[src/hdps_pkg.sv]
package hdps_pkg;

	localparam int FRAME_MAX_DEF = 255;
	localparam int FRAME_ADDR_W_DEF = 8;

	localparam logic [1:0] OP_TICK = 2'd0;
	localparam logic [1:0] OP_BYTE = 2'd1;
	localparam logic [1:0] OP_READ = 2'd2;

	localparam logic [2:0] ACT_NONE = 3'd0;
	localparam logic [2:0] ACT_PREP_TX = 3'd1;
	localparam logic [2:0] ACT_START_TX = 3'd2;
	localparam logic [2:0] ACT_PREP_RX = 3'd3;
	localparam logic [2:0] ACT_STOP_RX = 3'd4;
	localparam logic [2:0] ACT_FRAME_RDY = 3'd5;

	localparam logic [2:0] PH_IDLE = 3'd0;
	localparam logic [2:0] PH_TURN = 3'd1;
	localparam logic [2:0] PH_SEND = 3'd2;
	localparam logic [2:0] PH_RECV = 3'd3;
	localparam logic [2:0] PH_DONE = 3'd4;

	localparam logic [1:0] REG_SEND_PERIOD = 2'd0;
	localparam logic [1:0] REG_TURNAROUND = 2'd1;
	localparam logic [1:0] REG_BYTE_GAP = 2'd2;
	localparam logic [1:0] REG_NO_ANSWER = 2'd3;

	localparam logic [15:0] SEND_PERIOD_RST = 16'd500;
	localparam logic [15:0] TURNAROUND_RST = 16'd5;
	localparam logic [15:0] BYTE_GAP_RST = 16'd5;
	localparam logic [15:0] NO_ANSWER_RST = 16'd200;

	typedef struct packed {
		logic [1:0] op;
		logic [15:0] elapsed;
		logic have_data;
		logic tx_busy;
		logic [7:0] rx_data;
		logic [7:0] read_index;
	} req_t;

	typedef struct packed {
		logic [2:0] action;
		logic [7:0] frame_length;
		logic [7:0] read_data;
		logic [2:0] phase;
	} rsp_t;

	function automatic logic [15:0] sat_add16(input logic [15:0] a, input logic [15:0] b);
		logic [16:0] s;
		s = {1'b0, a} + {1'b0, b};
		return s[16] ? 16'hffff : s[15:0];
	endfunction

endpackage

[src/half_duplex_serial_poll_sequencer.sv]
// Channel   Handshake              Payload
// cfg       cfg_we                 cfg_index, cfg_data
// request   req_valid / req_ready  req (hdps_pkg::req_t)
// response  rsp_valid / rsp_ready  rsp (hdps_pkg::rsp_t)
//
// A request goes through the first stage, then the output register; one
// request is accepted every cycle unless both stages are full and rsp_ready is low.
// Reset clears the phase machine, the counters and the pipeline valid bits.
// A stalled response holds in the output register while one more request
// is taken into the first stage.
module half_duplex_serial_poll_sequencer #(
	parameter int FRAME_MAX = hdps_pkg::FRAME_MAX_DEF
) (
	input  logic           clk,
	input  logic           arst_n,
	input  logic           cfg_we,
	input  logic [1:0]     cfg_index,
	input  logic [15:0]    cfg_data,
	input  logic           req_valid,
	output logic           req_ready,
	input  hdps_pkg::req_t req,
	output logic           rsp_valid,
	input  logic           rsp_ready,
	output hdps_pkg::rsp_t rsp
);
	import hdps_pkg::*;

	localparam int ADDR_W = $clog2(FRAME_MAX);
	localparam logic [7:0] FRAME_LAST = 8'(FRAME_MAX);

	logic [15:0] send_period_q, turnaround_q, byte_gap_q, no_answer_q;
	logic [2:0]  phase_q;
	logic [15:0] phase_time_q, idle_time_q;
	logic [7:0]  byte_count_q;

	logic        valid_s1, valid_s2;
	logic [2:0]  action_s1, phase_s1;
	logic [7:0]  length_s1;
	logic        rd_s1;
	rsp_t        rsp_s2;

	logic        accept, adv;
	logic [2:0]  phase_n, action_n;
	logic [15:0] phase_time_n, idle_time_n, idle_sum;
	logic [7:0]  byte_count_n;
	logic        wr_en;
	logic [7:0]  mem_rdata;

	assign adv = valid_s1 && (!valid_s2 || rsp_ready);
	assign req_ready = !valid_s1 || !valid_s2 || rsp_ready;
	assign accept = req_valid && req_ready;
	assign wr_en = accept && (req.op == OP_BYTE) && (phase_q == PH_RECV)
		&& (byte_count_q < FRAME_LAST);
	assign idle_sum = sat_add16(idle_time_q, req.elapsed);

	always_comb begin
		phase_n = phase_q;
		action_n = ACT_NONE;
		idle_time_n = idle_time_q;
		byte_count_n = byte_count_q;
		phase_time_n = phase_time_q;
		case (req.op)
			OP_TICK: begin
				case (phase_q)
					PH_TURN: begin
						if (phase_time_q >= turnaround_q) begin
							phase_n = PH_SEND;
							action_n = ACT_START_TX;
						end
					end
					PH_SEND: begin
						if (!req.tx_busy) begin
							phase_n = PH_RECV;
							byte_count_n = '0;
							action_n = ACT_PREP_RX;
						end
					end
					PH_RECV: begin
						idle_time_n = idle_sum;
						if ((byte_count_q != '0 && idle_sum >= byte_gap_q)
							|| idle_sum > no_answer_q || byte_count_q >= FRAME_LAST) begin
							phase_n = PH_DONE;
							action_n = ACT_STOP_RX;
						end
					end
					PH_DONE: begin
						action_n = ACT_FRAME_RDY;
						idle_time_n = '0;
						phase_n = PH_IDLE;
					end
					default: begin
						phase_n = PH_IDLE;
						if (phase_time_q > send_period_q && req.have_data) begin
							phase_n = PH_TURN;
							action_n = ACT_PREP_TX;
						end
					end
				endcase
				phase_time_n = (phase_n != phase_q) ? req.elapsed
					: sat_add16(phase_time_q, req.elapsed);
			end
			OP_BYTE: begin
				if (phase_q == PH_RECV && byte_count_q < FRAME_LAST) begin
					byte_count_n = byte_count_q + 8'd1;
					idle_time_n = '0;
				end
			end
			default: begin
			end
		endcase
	end

	always_ff @(posedge clk or negedge arst_n) begin
		if (!arst_n) begin
			send_period_q <= SEND_PERIOD_RST;
			turnaround_q <= TURNAROUND_RST;
			byte_gap_q <= BYTE_GAP_RST;
			no_answer_q <= NO_ANSWER_RST;
			phase_q <= PH_IDLE;
			phase_time_q <= '0;
			idle_time_q <= '0;
			byte_count_q <= '0;
			valid_s1 <= 1'b0;
			valid_s2 <= 1'b0;
		end else begin
			if (cfg_we) begin
				case (cfg_index)
					REG_SEND_PERIOD: send_period_q <= cfg_data;
					REG_TURNAROUND: turnaround_q <= cfg_data;
					REG_BYTE_GAP: byte_gap_q <= cfg_data;
					REG_NO_ANSWER: no_answer_q <= cfg_data;
					default: begin
					end
				endcase
			end
			if (accept) begin
				phase_q <= phase_n;
				phase_time_q <= phase_time_n;
				idle_time_q <= idle_time_n;
				byte_count_q <= byte_count_n;
				valid_s1 <= 1'b1;
			end else if (adv) begin
				valid_s1 <= 1'b0;
			end
			if (adv) begin
				valid_s2 <= 1'b1;
			end else if (rsp_ready) begin
				valid_s2 <= 1'b0;
			end
		end
	end

	always_ff @(posedge clk) begin
		if (accept) begin
			action_s1 <= action_n;
			phase_s1 <= phase_n;
			length_s1 <= byte_count_n;
			rd_s1 <= (req.op == OP_READ);
		end
		if (adv) begin
			rsp_s2.action <= action_s1;
			rsp_s2.frame_length <= length_s1;
			rsp_s2.read_data <= rd_s1 ? mem_rdata : 8'd0;
			rsp_s2.phase <= phase_s1;
		end
	end

	hdps_frame_mem #(
		.ADDR_W(ADDR_W)
	) u_frame_mem (
		.clk(clk),
		.we(wr_en),
		.waddr(byte_count_q[ADDR_W-1:0]),
		.wdata(req.rx_data),
		.re(accept && req.op == OP_READ),
		.raddr(req.read_index[ADDR_W-1:0]),
		.rdata(mem_rdata)
	);

	assign rsp_valid = valid_s2;
	assign rsp = rsp_s2;

`ifndef SYNTH
	a_phase_legal: assert property (@(posedge clk) disable iff (!arst_n)
		phase_q == PH_IDLE || phase_q == PH_TURN || phase_q == PH_SEND
		|| phase_q == PH_RECV || phase_q == PH_DONE)
		else $error("phase register left the legal set");

	a_count_bound: assert property (@(posedge clk) disable iff (!arst_n)
		byte_count_q <= FRAME_LAST)
		else $error("byte count passed the frame limit");

	a_done_to_idle: assert property (@(posedge clk) disable iff (!arst_n)
		accept && req.op == OP_TICK && phase_q == PH_DONE
		|=> phase_q == PH_IDLE && idle_time_q == '0)
		else $error("frame delivery did not return to idle");

	a_accept_fills: assert property (@(posedge clk) disable iff (!arst_n)
		accept |=> valid_s1)
		else $error("accepted request lost in first stage");
`endif

endmodule

[src/hdps_frame_mem.sv]
module hdps_frame_mem #(
	parameter int ADDR_W = hdps_pkg::FRAME_ADDR_W_DEF
) (
	input  logic              clk,
	input  logic              we,
	input  logic [ADDR_W-1:0] waddr,
	input  logic [7:0]        wdata,
	input  logic              re,
	input  logic [ADDR_W-1:0] raddr,
	output logic [7:0]        rdata
);
	import hdps_pkg::*;

	logic [7:0] mem_q [2**ADDR_W];
	logic [7:0] rdata_q;

	always_ff @(posedge clk) begin
		if (we) begin
			mem_q[waddr] <= wdata;
		end
		if (re) begin
			rdata_q <= mem_q[raddr];
		end
	end

	assign rdata = rdata_q;

endmodule

[config.mk]
export PLATFORM = sky130hd
export DESIGN_NAME = half_duplex_serial_poll_sequencer
export DESIGN_NICKNAME = d
export VERILOG_FILES = /design/src/hdps_pkg.sv /design/src/half_duplex_serial_poll_sequencer.sv /design/src/hdps_frame_mem.sv
export SDC_FILE = /design/constraint.sdc
export NUM_CORES = 2
export LEC_CHECK = 0
export BUFFER_PORTS_ARGS = -buffer_cell sky130_fd_sc_hd__buf_2
export CORE_ASPECT_RATIO = 1.5
export CORE_MARGIN = 4
export CORE_UTILIZATION = 25
export CTS_CLUSTER_SIZE = 24
export DETAILED_ROUTE_END_ITERATION = 12
export PLACE_DENSITY = 0.45
export REMOVE_ABC_BUFFERS = 1
export SYNTH_ARGS = -nofsm -noshare
export SYNTH_HDL_FRONTEND = slang
export SYNTH_SLANG_ARGS = --single-unit
[constraint.sdc]
create_clock -name clk -period 9.6 [get_ports clk]
set_input_delay 1.92 -clock clk [delete_from_list [all_inputs] [get_ports clk]]
set_output_delay 1.92 -clock clk [all_outputs]
set_load 0.05 [all_outputs]
Word level (Yosys, flattened, before mapping)
Memories as Yosys holds them, arrays and structs flattened. A register that Yosys moved wholly into a read port is not among the register bits.
Index checks and enable logic that the tools add are counted.
{"block": "word_totals", "ff_bits": 146, "ramBits": 2048, "inputBits": 59, "output_inout_bits": 24, "elab_cells": 95, "memories": 1}
{"block": "classes", "n_addsub": 3, "n_lt_le_gt_ge": 6, "eq_ne": 12, "mux": 27, "n_reduce_logical": 28}
{"name": "u_frame_mem.mem_q", "words": 256, "width": 8, "rd": 1, "rd_ports_with_merged_regs": 1, "wr": 1, "line": "hdps_frame_mem.sv:14", "text": "logic [7:0] mem_q [2**ADDR_W];"}
{"operator": "$mux W16", "count": 4}
{"operator": "$pmux W16 S2", "count": 2}
{"operator": "$add A16 B16 Y17", "count": 2}
{"operator": "$ge A16 B16 Y1", "count": 2}
{"operator": "$gt A16 B16 Y1", "count": 2}
{"operator": "$mux W8", "count": 3}
{"operator": "$pmux W3 S4", "count": 2}
{"operator": "$mux W3", "count": 6}
{"operator": "$pmux W8 S2", "count": 1}
{"operator": "$reduce_and A2 Y1", "count": 5}
{"operator": "$logic_and A1 B1 Y1", "count": 9}
{"operator": "$add A8 B1 Y8 const B", "count": 1}
{"operator": "$ge A8 B8 Y1 const B", "count": 1}
{"operator": "$lt A8 B8 Y1 const B", "count": 1}
{"operator": "$reduce_bool A8 Y1", "count": 1}
{"operator": "$mux W1", "count": 7}
{"operator": "$eq A2 B2 Y1 const B", "count": 3}
{"operator": "$eq A3 B2 Y1 const B", "count": 2}
{"operator": "$reduce_bool A2 Y1", "count": 3}
{"operator": "$logic_or A1 B1 Y1", "count": 5}
{"operator": "$eq A2 B1 Y1 const B", "count": 2}
{"operator": "$logic_not A2 Y1", "count": 2}
{"operator": "$mux W2", "count": 2}
{"operator": "$reduce_and A4 Y1", "count": 1}
{"operator": "6 further kinds", "count": 7}

Logic depth before layout (Yosys ltp)
{"block": "logic_depth", "word_depth": 11, "depth_mapped": 20, "mapped_depth_nobuf": 19}

By module
From an unflattened synthesis, not the netlist that was laid out.
{"block": "unflattened", "cells_unflattened": 4585, "area_unflattened_um2": 88416.0}
{"mod": "hdps_frame_mem", "instances": 1, "cells_each": 3733, "area_each_um2": 79636.4, "seq_area_each_um2": 61739.2}
{"mod": "half_duplex_serial_poll_sequencer", "instances": 1, "cells_each": 852, "area_each_um2": 8779.7, "seq_area_each_um2": 3854.9}

Worst setup path after synthesis
Ideal clock, no wire load.
{"block": "synth_path", "path_type": "input to register", "start": "in req[18] (netlist bit)", "end": "reg phase_time_q[0]", "setup_ns": 0.158, "arrival_time_ns": 6.665, "required_time_ns": 9.442, "slack_ns": 2.777, "path_stages": 18, "n_path_buf": 1, "cell_sequence": "ha_1 fa_1 a211oi_1 o21ai_1 nand2_1 a21oi_1 a221o_1 a31o_2 or4_1 ha_1 nand3_1 or4_1 or3_1 a221oi_2 nor3_2 a2111oi_4 buf_6 a222oi_1"}
{"block": "synth_between", "elab_chain_len": 11, "word_cells_on_any_way": 14, "classes_between": "2 x add/sub; 2 x order compare; 1 x eq/ne; 6 x mux; 3 x reduce/logical"}
{"element": "start, declared", "line": "half_duplex_serial_poll_sequencer.sv:21", "text": "input hdps_pkg::req_t req,"}
{"element": "$add A16 B16 Y17", "line": "hdps_pkg.sv:51", "text": "s = {1'b0, a} + {1'b0, b};"}
{"element": "$mux W16", "line": "hdps_pkg.sv:52", "text": "return s[16] ? 16'hffff : s[15:0];"}
{"element": "$ge A16 B16 Y1", "line": "half_duplex_serial_poll_sequencer.sv:80", "text": "if ((byte_count_q != '0 && idle_sum >= byte_gap_q)"}
{"element": "$logic_and A1 B1 Y1", "line": "half_duplex_serial_poll_sequencer.sv:80"}
{"element": "$logic_or A1 B1 Y1 (2 in a row)", "line": "half_duplex_serial_poll_sequencer.sv:81", "text": "|| idle_sum > no_answer_q || byte_count_q >= FRAME_LAST) begin"}
{"element": "$mux W3", "line": "half_duplex_serial_poll_sequencer.sv:80"}
{"element": "$pmux W3 S4", "line": "half_duplex_serial_poll_sequencer.sv:64", "text": "case (phase_q)"}
{"element": "$mux W3", "line": "half_duplex_serial_poll_sequencer.sv:62", "text": "case (req.op)"}
{"element": "$ne A3 B3 Y1", "line": "half_duplex_serial_poll_sequencer.sv:99", "text": "phase_time_n = (phase_n != phase_q) ? req.elapsed"}
{"element": "$mux W16 *", "line": "half_duplex_serial_poll_sequencer.sv:99"}
{"element": "end signal, assigned", "line": "half_duplex_serial_poll_sequencer.sv:138", "text": "phase_time_q <= phase_time_n;"}
{"element": "end, declared", "line": "half_duplex_serial_poll_sequencer.sv:33", "text": "logic [15:0] phase_time_q, idle_time_q;"}
Every way passes the cells marked *; elsewhere a longest branch is shown, timed or not. The select of a mux whose other input is x is not followed.
A chain may end at the register's enable or synchronous reset.

Worst setup path in the final report
{"block": "layout_path", "start": "in req[18] (netlist bit)", "end": "reg phase_time_q[5]"}
The elaborated chain is that of the path after synthesis.

==> impl_metrics.csv <==
group,metric,value,unit
logic_synthesis,synth_top_area_share,0.715,
timing,tightest_slew,1.14,ns
die,floorplan.die.height,734,um
logic_synthesis,synthDistinctLibCells,64,
routing,via_per_inst,4.47,
setup_path,arrival,7.99,ns
clock_tree,ctsHtreeMaxLevel,4,
die,die_width,492,um
cells_and_area,num-nets-final,4424,
timing,min_period_over_period,0.767,
grt,wire_length_of_the_first_global_routing_pass,337,mm
die,die_area,362000,sq um
routing,detailroute.via_count,40699,
die,row_count,266,
logic_synthesis,synth_top_cells_by_count,"sky130_fd_sc_hd__edfxtp_1 (2093), sky130_fd_sc_hd__mux4_2 (672), sky130_fd_sc_hd__nor2_1 (337)",
timing,finalCriticalPeriod,7.37,ns
power,peakVddDrop,0.130,mV
logic_synthesis,syn_area_per_cell,21.3,sq um
setup_path,worst-endpoint-required,10.23,ns
routing,drt_wl_total,235,mm
power,leakage_component_of_the_power,0.0308,uW
logic_synthesis,synth_edf_count,2093,
grt,grt_max_degree,189,
clock_tree,clk-insertion-delay-late,0.86,ns
clock_tree,post_cts.repair.setup_buffers,0,
logic_synthesis,yosysWarnings,0,
power,power_per_cell_area,209,nW/um^2
routing,drt.antenna.violating_nets,0,
timing,fin_worst_hold_slack,0.421,ns
logic_synthesis,synth_area_leaders,"sky130_fd_sc_hd__edfxtp_1 (71%), sky130_fd_sc_hd__mux4_2 (17%), sky130_fd_sc_hd__dfrtp_1 (2.7%)",
cells_and_area,syn_to_final_growth,14.3,%
timing,max_freq,0.136,GHz
setup_path,critical_path.cell_chain,"buf_2 -> ha_1 -> fa_1 -> a211oi_1 -> o21ai_1 -> nand2_1 -> a21oi_1 -> a221o_1 -> a31o_2 -> or4_1 -> ha_1 -> nand3_1 -> or4_1 -> or3_1 -> a221oi_2 -> nor3_2 -> buf_4 -> a2111oi_4 -> a221oi_1",
place,dp.final_hpwl,148,mm
logic_synthesis,ys_ff_latch,2202,
clock_tree,clk_pin_slew_worst_setup_hold_paths,0.06,ns
clock_tree,clock-root-buffer,"sky130_fd_sc_hd__clkbuf_16",
job,max-cap-violations,0,
grt,first_global_vias,43785,
timing,final-setup-viol-count,0,
clock_tree,cts-root-to-sink-buffers,4,
clock_tree,post_cts_sizing_count,0,
clock_tree,cts.sink_count,2202,
grt,grt_usage,0.128,
setup_path,cp_slowest_stage_delay,0.87,ns
clock_tree,tritoncts,"built",
routing,drt-pass1-iter-count,6,
worst_hold_path,worst_hold_path_type,"reg -> reg",
logic_synthesis,syn-instance-count,4128,
logic_synthesis,syn-cell-area,87900,sq um
logic_synthesis,netlist.top_cell.by_area,"sky130_fd_sc_hd__edfxtp_1",
run_status,status,"finished, final reports clean",
setup_path,crit_path_end_kind,"flop",
die,start_util,0.251,
timing,final-max-slew-violation-count,0,
place,routabilityCongestion,0.792,
setup_path,critical_path_buf_inv_count,2,
die,fp.coreArea,350000,sq um
routing,drc_errors,0,
setup_path,critical_path_class,"in -> reg",
timing,timing.max_slew.rel_slack,0.237,
logic_synthesis,ys.flop_type,"sky130_fd_sc_hd__edfxtp_1",
setup_path,critical_path.top_delay_family,"compound AO/OA/AOI/OAI gates",
grt,grt_antenna_before_repair,8,
timing,finalClockSkew,0.0693,ns
clock_tree,post_cts_hold_buffer_count,0,
routing,wl_per_cell,25.8,um
routing,initial_detailed_routing_violation_count,2874,
setup_path,worst_path_max_delay_cell,"sky130_fd_sc_hd__a2111oi_4",
setup_path,crit_path_max_fanout,17,
setup_path,worst_setup_path_start_kind,"primary input",
grt,grt-ovfl-total,0,
timing,finalHoldViolations,0,
logic_synthesis,synth_sequential_area_ratio,0.746,
die,number_of_top_level_pins,83,
place,port_buffers,82,
timing,rsz0062_at_grt,"false",
clock_tree,tritoncts.num_buffers,203,
logic_synthesis,synth_async_sr_flop_share,0.0495,
cells_and_area,drive_gt1_frac,0.267,
timing,fin_setup_tns,0,ns
power,fin_total_pwr,21000,uW
logic_synthesis,synthMostInstantiatedCell,"sky130_fd_sc_hd__edfxtp_1",
## layer usage
layer / vias to the layer above / track usage / part of all wire
met5: - / 0 / 0.000030
met4: 2 / 0.0399 / 0.031
met3: 304 / 0.0119 / 0.028
met2: 756 / 0.243 / 0.55
met1: 22273 / 0.150 / 0.39
li1: 17364 / - / -
## final timing paths
check	depth (start not counted)	slack, ns	start	end
max	19	2.23	req[18]	phase_time_q[5]
min	0	0.42	length_s1[5]	rsp[16]
max reg2reg	18	3.11	idle_time_q[0]	phase_time_q[5]
min reg2reg	0	0.42	length_s1[5]	rsp[16]
max in group asynchronous	2	7.05	arst_n	send_period_q[1]
min in group asynchronous	1	1.15	arst_n	phase_time_q[7]
## flip-flops by register name, indices dropped and copies added (netlist names)
name,cells
rsp,22
rd_s1,1
phase_q,3
valid_s1,1
byte_count_q,8
rsp_valid,1
u_frame_mem.mem_q,2048
turnaround_q,16
length_s1,8
byte_gap_q,16
phase_s1,3
no_answer_q,16
send_period_q,16
action_s1,3
u_frame_mem.rdata,8
idle_time_q,16
phase_time_q,16
## report_power, final
group	total [uW]	leakage [uW]	switching (uW)	internal, uW
combinational	2150	0.00759	1300	856
clock	8010	0.00309	3560	4450
sequential	10800	0.0201	145	10700
## logic make-up (layout without fill, tap and decap cells)
| family | after synthesis | after routing | synth area share |
|---|---|---|---|
| compound gates | 228 | 228 | 0.0176 |
| fa+ha+maj | 102 | 102 | 0.0147 |
| other cells | 1 | 12 | 0.0000426 |
| buf+inv | 294 | 569 | 0.0134 |
| simple gates | 554 | 554 | 0.0272 |
| mux | 730 | 730 | 0.180 |
| xor+xnor | 17 | 17 | 0.00169 |
| flops | 2202 | 2202 | 0.746 |
## cells in the final DEF, fill, tap and decap left out, types with 25 or more instances in the layout
cell type,count
sky130_fd_sc_hd__a21oi_1,41
sky130_fd_sc_hd__buf_2,69
sky130_fd_sc_hd__buf_4,41
sky130_fd_sc_hd__clkbuf_1,38
sky130_fd_sc_hd__clkbuf_16,209
sky130_fd_sc_hd__clkinv_1,45
sky130_fd_sc_hd__clkinv_2,30
sky130_fd_sc_hd__dfrtp_1,96
sky130_fd_sc_hd__edfxtp_1,2093
sky130_fd_sc_hd__ha_1,100
sky130_fd_sc_hd__inv_1,79
sky130_fd_sc_hd__mux2_2,57
sky130_fd_sc_hd__mux4_2,672
sky130_fd_sc_hd__nand2_1,70
sky130_fd_sc_hd__nand3_1,25
sky130_fd_sc_hd__nor2_1,336
sky130_fd_sc_hd__o21ai_0,65
## layout make-up
cell class	count	area [sq um]
Clock inverter	104	948
Antenna cell	4	10.0
Clock buffer	248	5390
Tap cell	4690	5870
Sequential cell	2202	65600
Multi-Input combinational cell	1639	21200
Timing Repair Buffer	137	1130
Fill cell	34506	250000
Inverter	80	300
## stage by stage
stage                      util  std cells  area, sq um  setup slack [ns]
after global placement    0.269       8748        94100              1.54
after global routing      0.287       9103       100000              1.96
final                     0.287       9104       100000              2.23
after detailed placement  0.269       8748        94100              1.45
after CTS                 0.287       9100       100000              2.35
after floorplan               -       3921        87100              2.53
No activity file was read; power rests on OpenSTA's default activity.
